### src/rtl/fnpll_pkg.sv
// Shared types, constants and word-building functions of the fractional-N
// register word generator; depends on nothing; used by all but fnpll_div.
package fnpll_pkg;

  // Field and datapath widths
  localparam int FreqW  = 23;  // requested frequency in kHz
  localparam int DivW   = 3;   // output divider exponent
  localparam int RefW   = 8;   // reference clock in MHz
  localparam int ModW   = 12;  // fractional modulus
  localparam int NumW   = 23;  // N = freq << div always fits 23 bits
  localparam int DenW   = 18;  // D = ref * 1000
  localparam int IntW   = 14;  // INT = N / D stays below 8389
  localparam int FracW  = 12;  // FRAC never exceeds the modulus
  localparam int ProdW  = DenW + ModW;   // remainder times modulus
  localparam int XNumW  = 32;            // 2 * rem * mod + D
  localparam int XDenW  = DenW + 1;      // 2 * D
  localparam int WordW  = 32;
  localparam int IdxW   = 3;
  localparam int AddrW  = 5;
  localparam int DataW  = 32;

  localparam int KhzPerMhz  = 1000;
  localparam int ItemCycles = 6;   // words per item on the result channel
  localparam logic [2:0] HoldCycles = 3'(ItemCycles - 1);

  // Divider thresholds in kHz
  localparam logic [FreqW-1:0] Thr6 = 23'd68750;
  localparam logic [FreqW-1:0] Thr5 = 23'd137500;
  localparam logic [FreqW-1:0] Thr4 = 23'd275000;
  localparam logic [FreqW-1:0] Thr3 = 23'd550000;
  localparam logic [FreqW-1:0] Thr2 = 23'd1100000;
  localparam logic [FreqW-1:0] Thr1 = 23'd2200000;

  // Configuration register indexes
  typedef enum logic [2:0] {
    RegRefClk   = 3'd0,
    RegModulus  = 3'd1,
    RegFbSel    = 3'd2,
    RegPwrDown  = 3'd3,
    RegRfEn     = 3'd4,
    RegRfPwr    = 3'd5,
    RegAuxEn    = 3'd6,
    RegAuxPwr   = 3'd7
  } fnpll_reg_e;

  // Synthesizer word indexes
  localparam logic [IdxW-1:0] WordR0 = 3'd0;
  localparam logic [IdxW-1:0] WordR1 = 3'd1;
  localparam logic [IdxW-1:0] WordR2 = 3'd2;
  localparam logic [IdxW-1:0] WordR3 = 3'd3;
  localparam logic [IdxW-1:0] WordR4 = 3'd4;
  localparam logic [IdxW-1:0] WordR5 = 3'd5;

  typedef struct packed {
    logic [RefW-1:0] ref_clock_mhz;
    logic [ModW-1:0] modulus;
    logic            feedback_select;
    logic            power_down;
    logic            rf_enable;
    logic [1:0]      rf_power;
    logic            aux_enable;
    logic [1:0]      aux_power;
  } fnpll_cfg_t;

  localparam fnpll_cfg_t CfgReset = '{
    ref_clock_mhz:   8'd10,
    modulus:         12'd1000,
    feedback_select: 1'b1,
    power_down:      1'b0,
    rf_enable:       1'b1,
    rf_power:        2'd0,
    aux_enable:      1'b0,
    aux_power:       2'd0
  };

  // Fixed parts of the register words
  localparam logic [WordW-1:0] R1Fixed = (32'd1 << 27) | (32'd1 << 15) | 32'd1;
  localparam logic [WordW-1:0] R2Fixed = (32'd3 << 29) | (32'd6 << 26) | (32'd1 << 14)
                                       | (32'd14 << 9) | (32'd1 << 6) | 32'd2;
  localparam logic [WordW-1:0] R3Fixed = (32'd150 << 3) | 32'd3;
  localparam logic [WordW-1:0] R4Fixed = (32'd200 << 12) | 32'd4;
  localparam logic [WordW-1:0] R5Fixed = (32'd1 << 22) | (32'd3 << 19) | 32'd5;

  // Pick the output divider exponent from the frequency thresholds
  function automatic logic [DivW-1:0] fnpll_pick_div(input logic [FreqW-1:0] khz);
    logic [DivW-1:0] div;
    div = 3'd0;
    if (khz < Thr1) div = 3'd1;
    if (khz < Thr2) div = 3'd2;
    if (khz < Thr3) div = 3'd3;
    if (khz < Thr4) div = 3'd4;
    if (khz < Thr5) div = 3'd5;
    if (khz < Thr6) div = 3'd6;
    return div;
  endfunction

  // Build one synthesizer word from the item results and the configuration
  function automatic logic [WordW-1:0] fnpll_word(input logic [IdxW-1:0]  idx,
                                                  input logic [IntW-1:0]  int_v,
                                                  input logic [FracW-1:0] frac,
                                                  input logic [DivW-1:0]  div,
                                                  input fnpll_cfg_t       cfg);
    logic [WordW-1:0] word;
    unique case (idx)
      WordR0: word = (WordW'(int_v) << 15) | (WordW'(frac) << 3);
      WordR1: word = R1Fixed | (WordW'(cfg.modulus) << 3);
      WordR2: word = R2Fixed | (WordW'(cfg.power_down) << 5);
      WordR3: word = R3Fixed;
      WordR4: word = R4Fixed | (WordW'(cfg.feedback_select) << 23) | (WordW'(div) << 20)
                   | (WordW'(cfg.aux_enable) << 8) | (WordW'(cfg.aux_power) << 6)
                   | (WordW'(cfg.rf_enable) << 5) | (WordW'(cfg.rf_power) << 3);
      WordR5: word = R5Fixed;
      default: word = '0;
    endcase
    return word;
  endfunction

endpackage

### src/rtl/fnpll_div.sv
// Pipelined restoring divider, one quotient bit per register stage, with a
// side tag that travels along. Depends on nothing outside this file.
module fnpll_div #(
  parameter int NumW = 23,
  parameter int DenW = 18,
  parameter int QuoW = 14,
  parameter int TagW = 3
) (
  input  logic            clk_i,
  input  logic            rst_ni,
  input  logic            valid_i,
  input  logic [NumW-1:0] num_i,
  input  logic [DenW-1:0] den_i,
  input  logic [TagW-1:0] tag_i,
  output logic            valid_o,
  output logic [QuoW-1:0] quo_o,
  output logic [NumW-1:0] rem_o,
  output logic [TagW-1:0] tag_o
);

  // Compare width covers both the partial remainder and the shifted divisor
  localparam int CmpW = (NumW > DenW + QuoW) ? NumW : DenW + QuoW;

  // Stage g is the register after bit step g
  logic            vld_q [QuoW];
  logic [NumW-1:0] rem_q [QuoW];
  logic [QuoW-1:0] quo_q [QuoW];
  logic [DenW-1:0] den_q [QuoW];
  logic [TagW-1:0] tag_q [QuoW];

  for (genvar g = 0; g < QuoW; g++) begin : g_step
    localparam int Bit = QuoW - 1 - g;
    logic            vld_in;
    logic [NumW-1:0] rem_in;
    logic [QuoW-1:0] quo_in;
    logic [DenW-1:0] den_in;
    logic [TagW-1:0] tag_in;
    logic [CmpW-1:0] rem_ext;
    logic [CmpW-1:0] sub_ext;
    logic            fits;

    // Take the item from the ports on the first step, else from the step before
    if (g == 0) begin : g_head
      assign vld_in = valid_i;
      assign rem_in = num_i;
      assign quo_in = '0;
      assign den_in = den_i;
      assign tag_in = tag_i;
    end else begin : g_link
      assign vld_in = vld_q[g-1];
      assign rem_in = rem_q[g-1];
      assign quo_in = quo_q[g-1];
      assign den_in = den_q[g-1];
      assign tag_in = tag_q[g-1];
    end

    // Try to subtract the divisor aligned to this quotient bit
    assign rem_ext = CmpW'(rem_in);
    assign sub_ext = CmpW'(den_in) << Bit;
    assign fits    = rem_ext >= sub_ext;

    // Advance the valid bit
    always_ff @(posedge clk_i or negedge rst_ni) begin
      if (!rst_ni) begin
        vld_q[g] <= 1'b0;
      end else begin
        vld_q[g] <= vld_in;
      end
    end

    // Advance the payload
    always_ff @(posedge clk_i) begin
      rem_q[g] <= fits ? NumW'(rem_ext - sub_ext) : rem_in;
      quo_q[g] <= (quo_in << 1) | QuoW'(fits);
      den_q[g] <= den_in;
      tag_q[g] <= tag_in;
    end
  end

  assign valid_o = vld_q[QuoW-1];
  assign quo_o   = quo_q[QuoW-1];
  assign rem_o   = rem_q[QuoW-1];
  assign tag_o   = tag_q[QuoW-1];

endmodule

### src/rtl/fnpll_ser.sv
// Output serializer: turns one finished item into six register words, R5
// down to R0, on consecutive cycles. Depends on fnpll_pkg.
module fnpll_ser (
  input  logic                      clk_i,
  input  logic                      rst_ni,
  input  logic                      valid_i,
  input  logic [fnpll_pkg::IntW-1:0]  int_i,
  input  logic [fnpll_pkg::FracW-1:0] frac_i,
  input  logic [fnpll_pkg::DivW-1:0]  div_i,
  input  fnpll_pkg::fnpll_cfg_t     cfg_i,
  output logic                      strobe_o,
  output logic [fnpll_pkg::WordW-1:0] word_o,
  output logic [fnpll_pkg::IdxW-1:0]  index_o,
  output logic                      last_o
);
  import fnpll_pkg::*;

  logic            run_q, run_d;
  logic [IdxW-1:0] cnt_q, cnt_d;
  logic [IntW-1:0] int_q;
  logic [FracW-1:0] frac_q;
  logic [DivW-1:0] div_q;
  logic            strobe_q;
  logic [WordW-1:0] word_q;
  logic [IdxW-1:0] index_q;
  logic            last_q;

  // Load a new item or step down through the word indexes
  always_comb begin
    run_d = run_q;
    cnt_d = cnt_q;
    if (valid_i) begin
      run_d = 1'b1;
      cnt_d = WordR5;
    end else if (run_q) begin
      run_d = (cnt_q != WordR0);
      cnt_d = cnt_q - 3'd1;
    end
  end

  always_ff @(posedge clk_i or negedge rst_ni) begin
    if (!rst_ni) begin
      run_q    <= 1'b0;
      cnt_q    <= WordR0;
      strobe_q <= 1'b0;
    end else begin
      run_q    <= run_d;
      cnt_q    <= cnt_d;
      strobe_q <= run_q;
    end
  end

  // Hold the item results; register the outgoing word
  always_ff @(posedge clk_i) begin
    if (valid_i) begin
      int_q  <= int_i;
      frac_q <= frac_i;
      div_q  <= div_i;
    end
    word_q  <= fnpll_word(cnt_q, int_q, frac_q, div_q, cfg_i);
    index_q <= cnt_q;
    last_q  <= (cnt_q == WordR0);
  end

  assign strobe_o = strobe_q;
  assign word_o   = word_q;
  assign index_o  = index_q;
  assign last_o   = last_q;

  // A new item only arrives once the previous run is on its last word
  a_no_overlap: assert property (@(posedge clk_i) disable iff (!rst_ni)
    valid_i |-> (!run_q || cnt_q == WordR0))
    else $error("item arrived while a word run was still in progress");

  // Every running cycle produces a strobe in the cycle after it
  a_run_strobe: assert property (@(posedge clk_i) disable iff (!rst_ni)
    run_q |=> strobe_o)
    else $error("running serializer dropped a word");

  // The final step of a run emits the last word
  a_run_last: assert property (@(posedge clk_i) disable iff (!rst_ni)
    (run_q && cnt_q == WordR0) |=> (strobe_o && last_o))
    else $error("run ended without the last word");

endmodule

### src/rtl/frac_n_pll_register_words.sv
// Top level of the fractional-N register word generator: configuration
// registers, entry stage, two pipelined dividers and the word serializer.
// Depends on fnpll_pkg, fnpll_div and fnpll_ser.
//
// Usage:
//   Configuration goes through the APB-style port (registers at 4*i); write
//   it only while no item is in flight. pready is always high.
//   An item (freq_khz_i) is taken at a rising edge with start high and busy
//   low. Each item yields six words, R5 first down to R0, on consecutive
//   cycles, each marked by word_strobe_o for one cycle; last_word_o flags
//   R0.
//   The single result channel carries six words per item, so after an
//   accept busy stays high long enough that the word runs of successive
//   items do not overlap. Up to five items are in the divider pipeline
//   at once.
//   The pipeline is one entry stage, a 14-stage INT divider (one quotient
//   bit per stage), a multiply stage, a numerator stage, a 12-stage FRAC
//   divider and the serializer.
//   Reset clears the pipeline and returns the registers to their defaults.
//   The receiver cannot stall; words are dropped if not taken.
module frac_n_pll_register_words (
  input  logic                          clk_i,
  input  logic                          rst_ni,
  // item channel
  input  logic                          start,
  output logic                          busy,
  input  logic [fnpll_pkg::FreqW-1:0]   freq_khz_i,
  // result channel
  output logic                          word_strobe_o,
  output logic [fnpll_pkg::WordW-1:0]   reg_word_o,
  output logic [fnpll_pkg::IdxW-1:0]    reg_index_o,
  output logic                          last_word_o,
  // configuration port
  input  logic                          psel,
  input  logic                          penable,
  input  logic                          pwrite,
  input  logic [fnpll_pkg::AddrW-1:0]   paddr,
  input  logic [fnpll_pkg::DataW-1:0]   pwdata,
  output logic [fnpll_pkg::DataW-1:0]   prdata,
  output logic                          pready
);
  import fnpll_pkg::*;

  // ---------------------------------------------------------------
  // Configuration registers
  // ---------------------------------------------------------------
  fnpll_cfg_t cfg_q, cfg_d;
  logic       cfg_wr;
  logic [2:0] cfg_idx;

  assign pready  = 1'b1;
  assign cfg_wr  = psel && penable && pwrite && pready;
  assign cfg_idx = paddr[4:2];

  // Apply a register write
  always_comb begin
    cfg_d = cfg_q;
    if (cfg_wr) begin
      unique case (cfg_idx)
        RegRefClk:  cfg_d.ref_clock_mhz   = pwdata[RefW-1:0];
        RegModulus: cfg_d.modulus         = pwdata[ModW-1:0];
        RegFbSel:   cfg_d.feedback_select = pwdata[0];
        RegPwrDown: cfg_d.power_down      = pwdata[0];
        RegRfEn:    cfg_d.rf_enable       = pwdata[0];
        RegRfPwr:   cfg_d.rf_power        = pwdata[1:0];
        RegAuxEn:   cfg_d.aux_enable      = pwdata[0];
        RegAuxPwr:  cfg_d.aux_power       = pwdata[1:0];
        default:    cfg_d = cfg_q;
      endcase
    end
  end

  always_ff @(posedge clk_i or negedge rst_ni) begin
    if (!rst_ni) begin
      cfg_q <= CfgReset;
    end else begin
      cfg_q <= cfg_d;
    end
  end

  // Read back the addressed register
  always_comb begin
    unique case (cfg_idx)
      RegRefClk:  prdata = DataW'(cfg_q.ref_clock_mhz);
      RegModulus: prdata = DataW'(cfg_q.modulus);
      RegFbSel:   prdata = DataW'(cfg_q.feedback_select);
      RegPwrDown: prdata = DataW'(cfg_q.power_down);
      RegRfEn:    prdata = DataW'(cfg_q.rf_enable);
      RegRfPwr:   prdata = DataW'(cfg_q.rf_power);
      RegAuxEn:   prdata = DataW'(cfg_q.aux_enable);
      RegAuxPwr:  prdata = DataW'(cfg_q.aux_power);
      default:    prdata = '0;
    endcase
  end

  // ---------------------------------------------------------------
  // Item intake: hold off for the serializer's six-word run
  // ---------------------------------------------------------------
  logic       accept;
  logic [2:0] hold_q, hold_d;

  assign accept = start && !busy;
  assign busy   = (hold_q != 3'd0);

  always_comb begin
    hold_d = hold_q;
    if (accept) begin
      hold_d = HoldCycles;
    end else if (hold_q != 3'd0) begin
      hold_d = hold_q - 3'd1;
    end
  end

  always_ff @(posedge clk_i or negedge rst_ni) begin
    if (!rst_ni) begin
      hold_q <= 3'd0;
    end else begin
      hold_q <= hold_d;
    end
  end

  // ---------------------------------------------------------------
  // Entry stage: divider exponent, N and D
  // ---------------------------------------------------------------
  logic              a_vld_q;
  logic [NumW-1:0]   a_num_q;
  logic [DenW-1:0]   a_den_q;
  logic [DivW-1:0]   a_div_q;
  logic [DivW-1:0]   in_div;
  logic [FreqW+5:0]  in_shift;
  logic [RefW-1:0]   ref_eff;

  assign in_div   = fnpll_pick_div(freq_khz_i);
  assign in_shift = (FreqW+6)'(freq_khz_i) << in_div;
  // A zero reference counts as 1 MHz
  assign ref_eff  = (cfg_q.ref_clock_mhz == '0) ? RefW'(1) : cfg_q.ref_clock_mhz;

  always_ff @(posedge clk_i or negedge rst_ni) begin
    if (!rst_ni) begin
      a_vld_q <= 1'b0;
    end else begin
      a_vld_q <= accept;
    end
  end

  always_ff @(posedge clk_i) begin
    a_num_q <= in_shift[NumW-1:0];
    a_den_q <= DenW'(ref_eff) * DenW'(KhzPerMhz);
    a_div_q <= in_div;
  end

  // ---------------------------------------------------------------
  // INT = N / D, remainder kept for the fraction
  // ---------------------------------------------------------------
  localparam int ITagW = DenW + DivW;

  logic              i_vld;
  logic [IntW-1:0]   i_quo;
  logic [NumW-1:0]   i_rem;
  logic [ITagW-1:0]  i_tag;

  fnpll_div #(
    .NumW (NumW),
    .DenW (DenW),
    .QuoW (IntW),
    .TagW (ITagW)
  ) u_int_div (
    .clk_i   (clk_i),
    .rst_ni  (rst_ni),
    .valid_i (a_vld_q),
    .num_i   (a_num_q),
    .den_i   (a_den_q),
    .tag_i   ({a_den_q, a_div_q}),
    .valid_o (i_vld),
    .quo_o   (i_quo),
    .rem_o   (i_rem),
    .tag_o   (i_tag)
  );

  // ---------------------------------------------------------------
  // Multiply stage: remainder times modulus
  // ---------------------------------------------------------------
  logic              m_vld_q;
  logic [ProdW-1:0]  m_prod_q;
  logic [DenW-1:0]   m_den_q;
  logic [IntW-1:0]   m_int_q;
  logic [DivW-1:0]   m_div_q;

  always_ff @(posedge clk_i or negedge rst_ni) begin
    if (!rst_ni) begin
      m_vld_q <= 1'b0;
    end else begin
      m_vld_q <= i_vld;
    end
  end

  always_ff @(posedge clk_i) begin
    m_prod_q <= ProdW'(i_rem[DenW-1:0]) * ProdW'(cfg_q.modulus);
    m_den_q  <= i_tag[ITagW-1:DivW];
    m_div_q  <= i_tag[DivW-1:0];
    m_int_q  <= i_quo;
  end

  // ---------------------------------------------------------------
  // Numerator stage: 2*rem*mod + D over 2*D rounds half up
  // ---------------------------------------------------------------
  localparam int FTagW = IntW + DivW;

  logic              x_vld_q;
  logic [XNumW-1:0]  x_num_q;
  logic [XDenW-1:0]  x_den_q;
  logic [FTagW-1:0]  x_tag_q;

  always_ff @(posedge clk_i or negedge rst_ni) begin
    if (!rst_ni) begin
      x_vld_q <= 1'b0;
    end else begin
      x_vld_q <= m_vld_q;
    end
  end

  always_ff @(posedge clk_i) begin
    x_num_q <= XNumW'({m_prod_q, 1'b0}) + XNumW'(m_den_q);
    x_den_q <= {m_den_q, 1'b0};
    x_tag_q <= {m_int_q, m_div_q};
  end

  // ---------------------------------------------------------------
  // FRAC divider
  // ---------------------------------------------------------------
  logic              f_vld;
  logic [FracW-1:0]  f_quo;
  logic [FTagW-1:0]  f_tag;

  fnpll_div #(
    .NumW (XNumW),
    .DenW (XDenW),
    .QuoW (FracW),
    .TagW (FTagW)
  ) u_frac_div (
    .clk_i   (clk_i),
    .rst_ni  (rst_ni),
    .valid_i (x_vld_q),
    .num_i   (x_num_q),
    .den_i   (x_den_q),
    .tag_i   (x_tag_q),
    .valid_o (f_vld),
    .quo_o   (f_quo),
    .rem_o   (),
    .tag_o   (f_tag)
  );

  // ---------------------------------------------------------------
  // Word serializer
  // ---------------------------------------------------------------
  fnpll_ser u_ser (
    .clk_i    (clk_i),
    .rst_ni   (rst_ni),
    .valid_i  (f_vld),
    .int_i    (f_tag[FTagW-1:DivW]),
    .frac_i   (f_quo),
    .div_i    (f_tag[DivW-1:0]),
    .cfg_i    (cfg_q),
    .strobe_o (word_strobe_o),
    .word_o   (reg_word_o),
    .index_o  (reg_index_o),
    .last_o   (last_word_o)
  );

  // An accepted item blocks the next one for the length of a word run
  a_accept_busy: assert property (@(posedge clk_i) disable iff (!rst_ni)
    accept |=> busy)
    else $error("accepted item did not raise busy");

  // Words of a run come out with falling indexes on back-to-back cycles
  a_word_order: assert property (@(posedge clk_i) disable iff (!rst_ni)
    (word_strobe_o && reg_index_o != WordR0) |=>
      (word_strobe_o && reg_index_o == $past(reg_index_o) - 3'd1))
    else $error("word run broken or out of order");

  // Rounded fraction never exceeds the modulus
  a_frac_range: assert property (@(posedge clk_i) disable iff (!rst_ni)
    f_vld |-> (f_quo <= cfg_q.modulus))
    else $error("fraction above modulus");

endmodule

### config.mk
export PLATFORM = sky130hd
export DESIGN_NAME = frac_n_pll_register_words
export DESIGN_NICKNAME = d
export VERILOG_FILES = /design/src/rtl/fnpll_pkg.sv /design/src/rtl/fnpll_div.sv /design/src/rtl/fnpll_ser.sv /design/src/rtl/frac_n_pll_register_words.sv
export SDC_FILE = /design/constraint.sdc
export NUM_CORES = 2
export LEC_CHECK = 0
export BUFFER_PORTS_ARGS = -buffer_cell sky130_fd_sc_hd__buf_4
export CELL_PAD_IN_SITES_DETAIL_PLACEMENT = 0
export CELL_PAD_IN_SITES_GLOBAL_PLACEMENT = 1
export CORE_ASPECT_RATIO = 0.75
export CORE_MARGIN = 10
export CORE_UTILIZATION = 42
export DETAILED_ROUTE_END_ITERATION = 12
export PLACE_DENSITY = 0.68
export SETUP_SLACK_MARGIN = 0.05
export SKIP_CTS_REPAIR_TIMING = 1
export SYNTH_ARGS = -nofsm -noshare
export SYNTH_HDL_FRONTEND = slang
export SYNTH_SLANG_ARGS = --single-unit
### constraint.sdc
create_clock -name clk_i -period 8.4 [get_ports clk_i]
set_input_delay 0.84 -clock clk_i [delete_from_list [all_inputs] [get_ports clk_i]]
set_output_delay 0.84 -clock clk_i [all_outputs]
set_load 0.1 [all_outputs]
* After elaboration in Yosys (flattened, before gate mapping) *
Memory sizes are Yosys's and may differ from the RTL's. A register that Yosys moved wholly into a read port is not among the register bits.
Index checks and enable logic that the tools add are counted.
W data, S select, Z words.

storage, ports and cells
  register bits after elaboration = 239
  RAM bits = 2024
  output and inout port bits = 71
  word-level logic and storage cells = 225
  memories = 8

cells by class
  $add $sub $neg = 29
  $mul = 2
  order comparisons = 32
  equal/unequal tests = 12
  shift-type cells = 1
  muxes and demuxes = 41
  bitwise gates (word level) = 30
  reductions and logical operators = 19

memories
  name              words  bits a word  rd ports  clocked after Yosys merged registers in  write ports  line             text
  u_frac_div.rem_q  12     32           11        0                                        12           fnpll_div.sv:26  logic [NumW-1:0] rem_q [QuoW];
  u_int_div.rem_q   14     23           14        0                                        14           fnpll_div.sv:26
  u_int_div.tag_q   14     21           14        1                                        14           fnpll_div.sv:29  logic [TagW-1:0] tag_q [QuoW];
  u_int_div.den_q   14     18           13        0                                        14           fnpll_div.sv:28  logic [DenW-1:0] den_q [QuoW];
  u_frac_div.den_q  12     19           11        0                                        12           fnpll_div.sv:28
  u_frac_div.tag_q  12     17           12        1                                        12           fnpll_div.sv:29
  +2 memories       n/a    n/a          n/a       n/a                                      n/a          n/a

operators with widths
  cell              number
  $mux W32          12
  $mux W23          14
  $pmux W32 S8      1
  $sub A23 B23 Y23  9
  $pmux W32 S6      1
  $or A14 B1 Y14    13
  $or A12 B1 Y12    11
  $add A31 B18 Y32  1
  $ge A32 B19 Y1    1
  $ge A32 B20 Y1    1
  $ge A32 B21 Y1    1
  $ge A32 B22 Y1    1
  $ge A32 B23 Y1    1
  $ge A32 B24 Y1    1
  $ge A32 B25 Y1    1
  $ge A32 B26 Y1    1
  $ge A32 B27 Y1    1
  $ge A32 B28 Y1    1
  $ge A32 B29 Y1    1
  $ge A32 B30 Y1    1
  $or A32 B5 Y32    1
  $or A32 B6 Y32    1
  $or A32 B8 Y32    1
  $or A32 B9 Y32    1
  other kinds (56)  88

* Logic depth before layout (Yosys ltp) *
  word-level depth = 8
  mapped depth = 21

* By module *
From an unflattened synthesis, not the netlist that was laid out.

unflattened totals
  cells, all modules = 8435
  area total of the unflattened synthesis = 86571.8 µm²

modules (own cells, without submodules)
  module                     times used  cells an instance  area each (µm²)
  fnpll_div (u_frac_div)     1           3500               34554.4
  fnpll_div (u_int_div)      1           3110               33905.0
  frac_n_pll_register_words  1           1673               15843.9
  fnpll_ser                  1           152                2268.4

* Least setup slack after synthesis *
OpenSTA, ideal clock, no wires.

  path kind = reg-to-reg
  from = reg cfg_q[13] in the netlist's numbering
  to = reg m_prod_q[28]
  arrival = 5.287 ns
  path slack = 3.007 ns
  stages on the path, launching flop included = 20
  path buffers = 1
  cell sequence = dfstp_2 -> clkbuf_1 -> nand2_1 -> fa_1 -> fa_1 -> fa_1 -> inv_1 -> fa_1 -> inv_1 -> fa_1 -> inv_1 -> ha_1 -> o211ai_1 -> nand2_1 -> nor2_1 -> o31a_1 -> o21a_1 -> o21ai_0 -> nand2_1 -> o311ai_0

on the way
  word-level cells in the longest chain between the ends = 1

RTL lines
  element                 line                              text
  from (decl)             frac_n_pll_register_words.sv:47   fnpll_cfg_t cfg_q, cfg_d;
  from (signal assigned)  frac_n_pll_register_words.sv:75   cfg_q <= CfgReset;
  from (signal assigned)  frac_n_pll_register_words.sv:77   cfg_q <= cfg_d;
  $mul A18 B12 Y30        frac_n_pll_register_words.sv:198  m_prod_q <= ProdW'(i_rem[DenW-1:0]) * ProdW'(cfg_q.modulus);
  to (signal assigned)    frac_n_pll_register_words.sv:198
  to (decl)               frac_n_pll_register_words.sv:184  logic [ProdW-1:0] m_prod_q;

No other way between the ends.
A chain may end at the register's enable or synchronous reset.

* Worst setup path after layout *
  from = reg cfg_q[19] in the netlist's numbering
  to = reg m_prod_q[28]

Same word-level chain as after synthesis.

==> metrics.md <==
| Metric | Value |
|---|---|
| Status | `finished clean` |
| Number of I/O port buffers | `92` |
| Share of the synthesized area in the top cell type | `47.1%` |
| Register bit total from synthesis | `1756` |
| Crit. End Element | `flop` |
| Avg Inst Size Synth | `10.7 um^2` |
| Period minus WS final | `6320 ps` |
| Setup TNS | `0 ps` |
| Hold slack final | `201 ps` |
| CTS Root Cell | `clkbuf_16` |
| Hold Fails Final Rpt | `0` |
| Share of cells above drive strength 1 | `9.93%` |
| Layout net count | `7474` |
| Storage element area | `35800 um^2` |
| TritonCTS clock tree | `yes` |
| Max stage delay on crit path | `900 ps` |
| CTS max path bufs | `3` |
| Core Rows | `130` |
| Vias | `44700` |
| Cells after synthesis | `6580` |
| Global-route wire length before repair | `253 mm` |
| Initial Utilization | `42.2%` |
| H-tree depth | `4` |
| Routed length per instance | `17.4 um` |
| Met1 Use GR | `25.0%` |
| Required time worst endpoint | `9060 ps` |
| Synth Area in Adders | `14.4%` |
| Mux cell area share after synthesis | `4.47%` |
| Vias in the first global route | `44700` |
| Max Slew Vio Count | `0` |
| Synth Area in Compound Gates | `9.98%` |
| IO Pins | `137` |
| Num CTS Buffers | `171` |
| Met2 GRT Util | `24.7%` |
| Initial antenna violation count | `3` |
| RSZ-0062 raised after global routing | `false` |
| DR vias/cell | `4.91` |
| Routability cong. | `0.842` |
| CP most frequent cell | `fa_1` |
| Final antenna-violating net count | `0` |
| Commonest cells post-synth | `1662 x dfxtp_1, 722 x inv_1, 484 x ha_1` |
| Dominant combinational cell family by area after synthesis | `adder cells` |
| Drc violations | `0` |
| Final HPWL DP | `123 mm` |
| Async SR Flop Fraction | `3.70%` |
| CORE AREA | `167000 um^2` |
| Die ar. | `185000 um^2` |
| Most frequent cell after synthesis | `dfxtp_1` |
| Critical path's slowest cell | `dfrtp_1` |
| Die height | `375 um` |
| Worst slew margin | `21.6%` |
| Worst skew pair latency | `800 ps` |
| Crit-path cells | `nand2_1 -> fa_1 -> fa_1 -> inv_1 -> fa_1 -> fa_1 -> inv_1 -> fa_1 -> inv_1 -> ha_1 -> o211ai_1 -> nand2_1 -> nor2_1 -> o31a_1 -> o21a_1 -> o21ai_0 -> nand2_1 -> o311ai_0` |
| Worst min path class | `input port to asynchronous set/reset pin` |
| CTS clk-pin slew, worst paths | `60 ps` |
| WL final | `158 mm` |
| Layer with the highest usage | `met1` |
| Netlist cell types | `119` |
| Overflow left after global routing | `0` |
| Main flop type after synthesis | `dfxtp_1` |
| Sink Count | `1756` |
| # setup viols final | `0` |
| Post-synth EDFFs | `29` |
| First-pass iteration count of the detailed router | `5` |
| All-layer global routing usage | `17.0%` |
| Largest delay share family, worst path | `adder cells` |
| Area grow syn2layout | `12.7%` |
| Clk_skew | `30.3 ps` |
| Design Area, Final | `79600 um^2` |
| Post-synthesis xor/xnor area fraction | `4.48%` |
| DIE WIDTH | `493 um` |
| Crit Path Class | `flop to flop` |
| Simple-gate share of the synthesized area | `11.0%` |
| Post-DP Area | `73500 um^2` |
| Routing usage on met3 | `3.82%` |
| CP startpoint kind | `flop` |
| Initial detailed-routing violation count | `2628` |
| Seq/Total Area, Yosys | `50.7%` |
| Top post-synthesis cells by area | `dfxtp_1 47%, ha_1 8.6%, fa_1 5.8%` |
| Fmax | `158 MHz` |
| CP bufs+invs | `3` |
| CP max FO | `21` |
| Crit share post-route | `75.2%` |
| Slew @ Worst Pin | `1170 ps` |
| Max_cap viols | `0` |
| Synth warn | `0` |
| Arr. time, crit path | `6980 ps` |
| Multi-input combinational cell area | `31400 um^2` |
| Mapped cell area | `70600 um^2` |
| Pin count of the biggest net entering global routing | `66` |
| Area leader, netlist | `dfxtp_1` |
| Fill cell count | `15600` |
## final timing paths
path / start / end / depth (start not counted) / slack [ps]
setup / recovery: cfg_q[19]$_DFFE_PN0P_ / m_prod_q[28]$_DFF_P_ / 18 / 2080
hold / removal: rst_ni / u_ser.cnt_q[1]$_DFFE_PN0P_ / 1 / 200
setup reg to reg: cfg_q[19]$_DFFE_PN0P_ / m_prod_q[28]$_DFF_P_ / 18 / 2080
hold reg to reg: m_int_q[1]$_DFF_P_ / x_tag_q[4]$_DFF_P_ / 0 / 310
max in group asynchronous: rst_ni / u_frac_div.valid_o$_DFF_PN0_ / 1 / 7530
min in group clk_i: pwdata[11] / cfg_q[19]$_DFFE_PN0P_ / 2 / 260
## layout by cell type (no fill, tap or decap), types with 29 or more instances in the layout
cell type     n
buf_4       110
dfrtp_1      54
and2_1       90
mux2_2      165
xnor2_1     228
a21o_1       95
nor2b_1      80
and3_1       41
nand2_1     418
a21oi_1     293
dfxtp_1    1662
o21ai_0     249
nor3_1      102
inv_1       722
ha_1        484
o31ai_1      38
nor2_1      344
fa_1        204
mux2i_1      80
xor2_1      133
nand2b_1     67
clkbuf_16   173
edfxtp_1     29
or3_1        43
clkbuf_8     32
a211oi_1     31
o21a_1       77
nor4_1       88
nand3_1      81
nand4_1      60
clkinv_2     35
## flip-flops by register name, summed over array words and instances (netlist names), 40 cells and up
register and cells:
u_int_div.tag_q 212, u_frac_div.quo_q 78, u_frac_div.rem_q 341, u_frac_div.tag_q 204, u_int_div.rem_q 317, u_int_div.quo_q 105
u_frac_div.den_q 165, u_int_div.den_q 40
## cell type report
class                   count  area share, %
multi-input cells        3958           39.5
clock buffers             229           6.11
inverters                 723           3.41
diodes                      3        0.00944
well taps                2244           3.53
clock inverters            85           1.46
flip-flops and latches   1756           45.0
repair buffers            110           1.04
## logic make-up (layout without fill, tap and decap cells)
| kind of cell | Yosys count | count (layout) |
|---|---|---|
| flops | 1756 | 1756 |
| simple gates | 1542 | 1542 |
| compound gates | 1065 | 1065 |
| buf+inv | 886 | 1147 |
| fa+ha+maj | 688 | 688 |
| xor+xnor | 361 | 361 |
| mux | 280 | 280 |
| other cells | 2 | 25 |
## stage by stage
step                std cells  worst slack, ps  utilization [%]
floorplan                6600             3010                -
CTS                      9105             2100             47.6
global placement         8791             2260             44.0
detailed placement       8791             2160             44.0
global route             9106             1770             47.6
finish                   9108             2080             47.6
## per-layer routing
layer	share of wire, %	up-vias
met5	0	-
met4	2.7	0
met3	5.6	214
met2	41	834
met1	51	21100
li1	-	22500
Power is not shown: default switching activity piles up to over one toggle a cycle in this logic, so the estimate is an artifact.
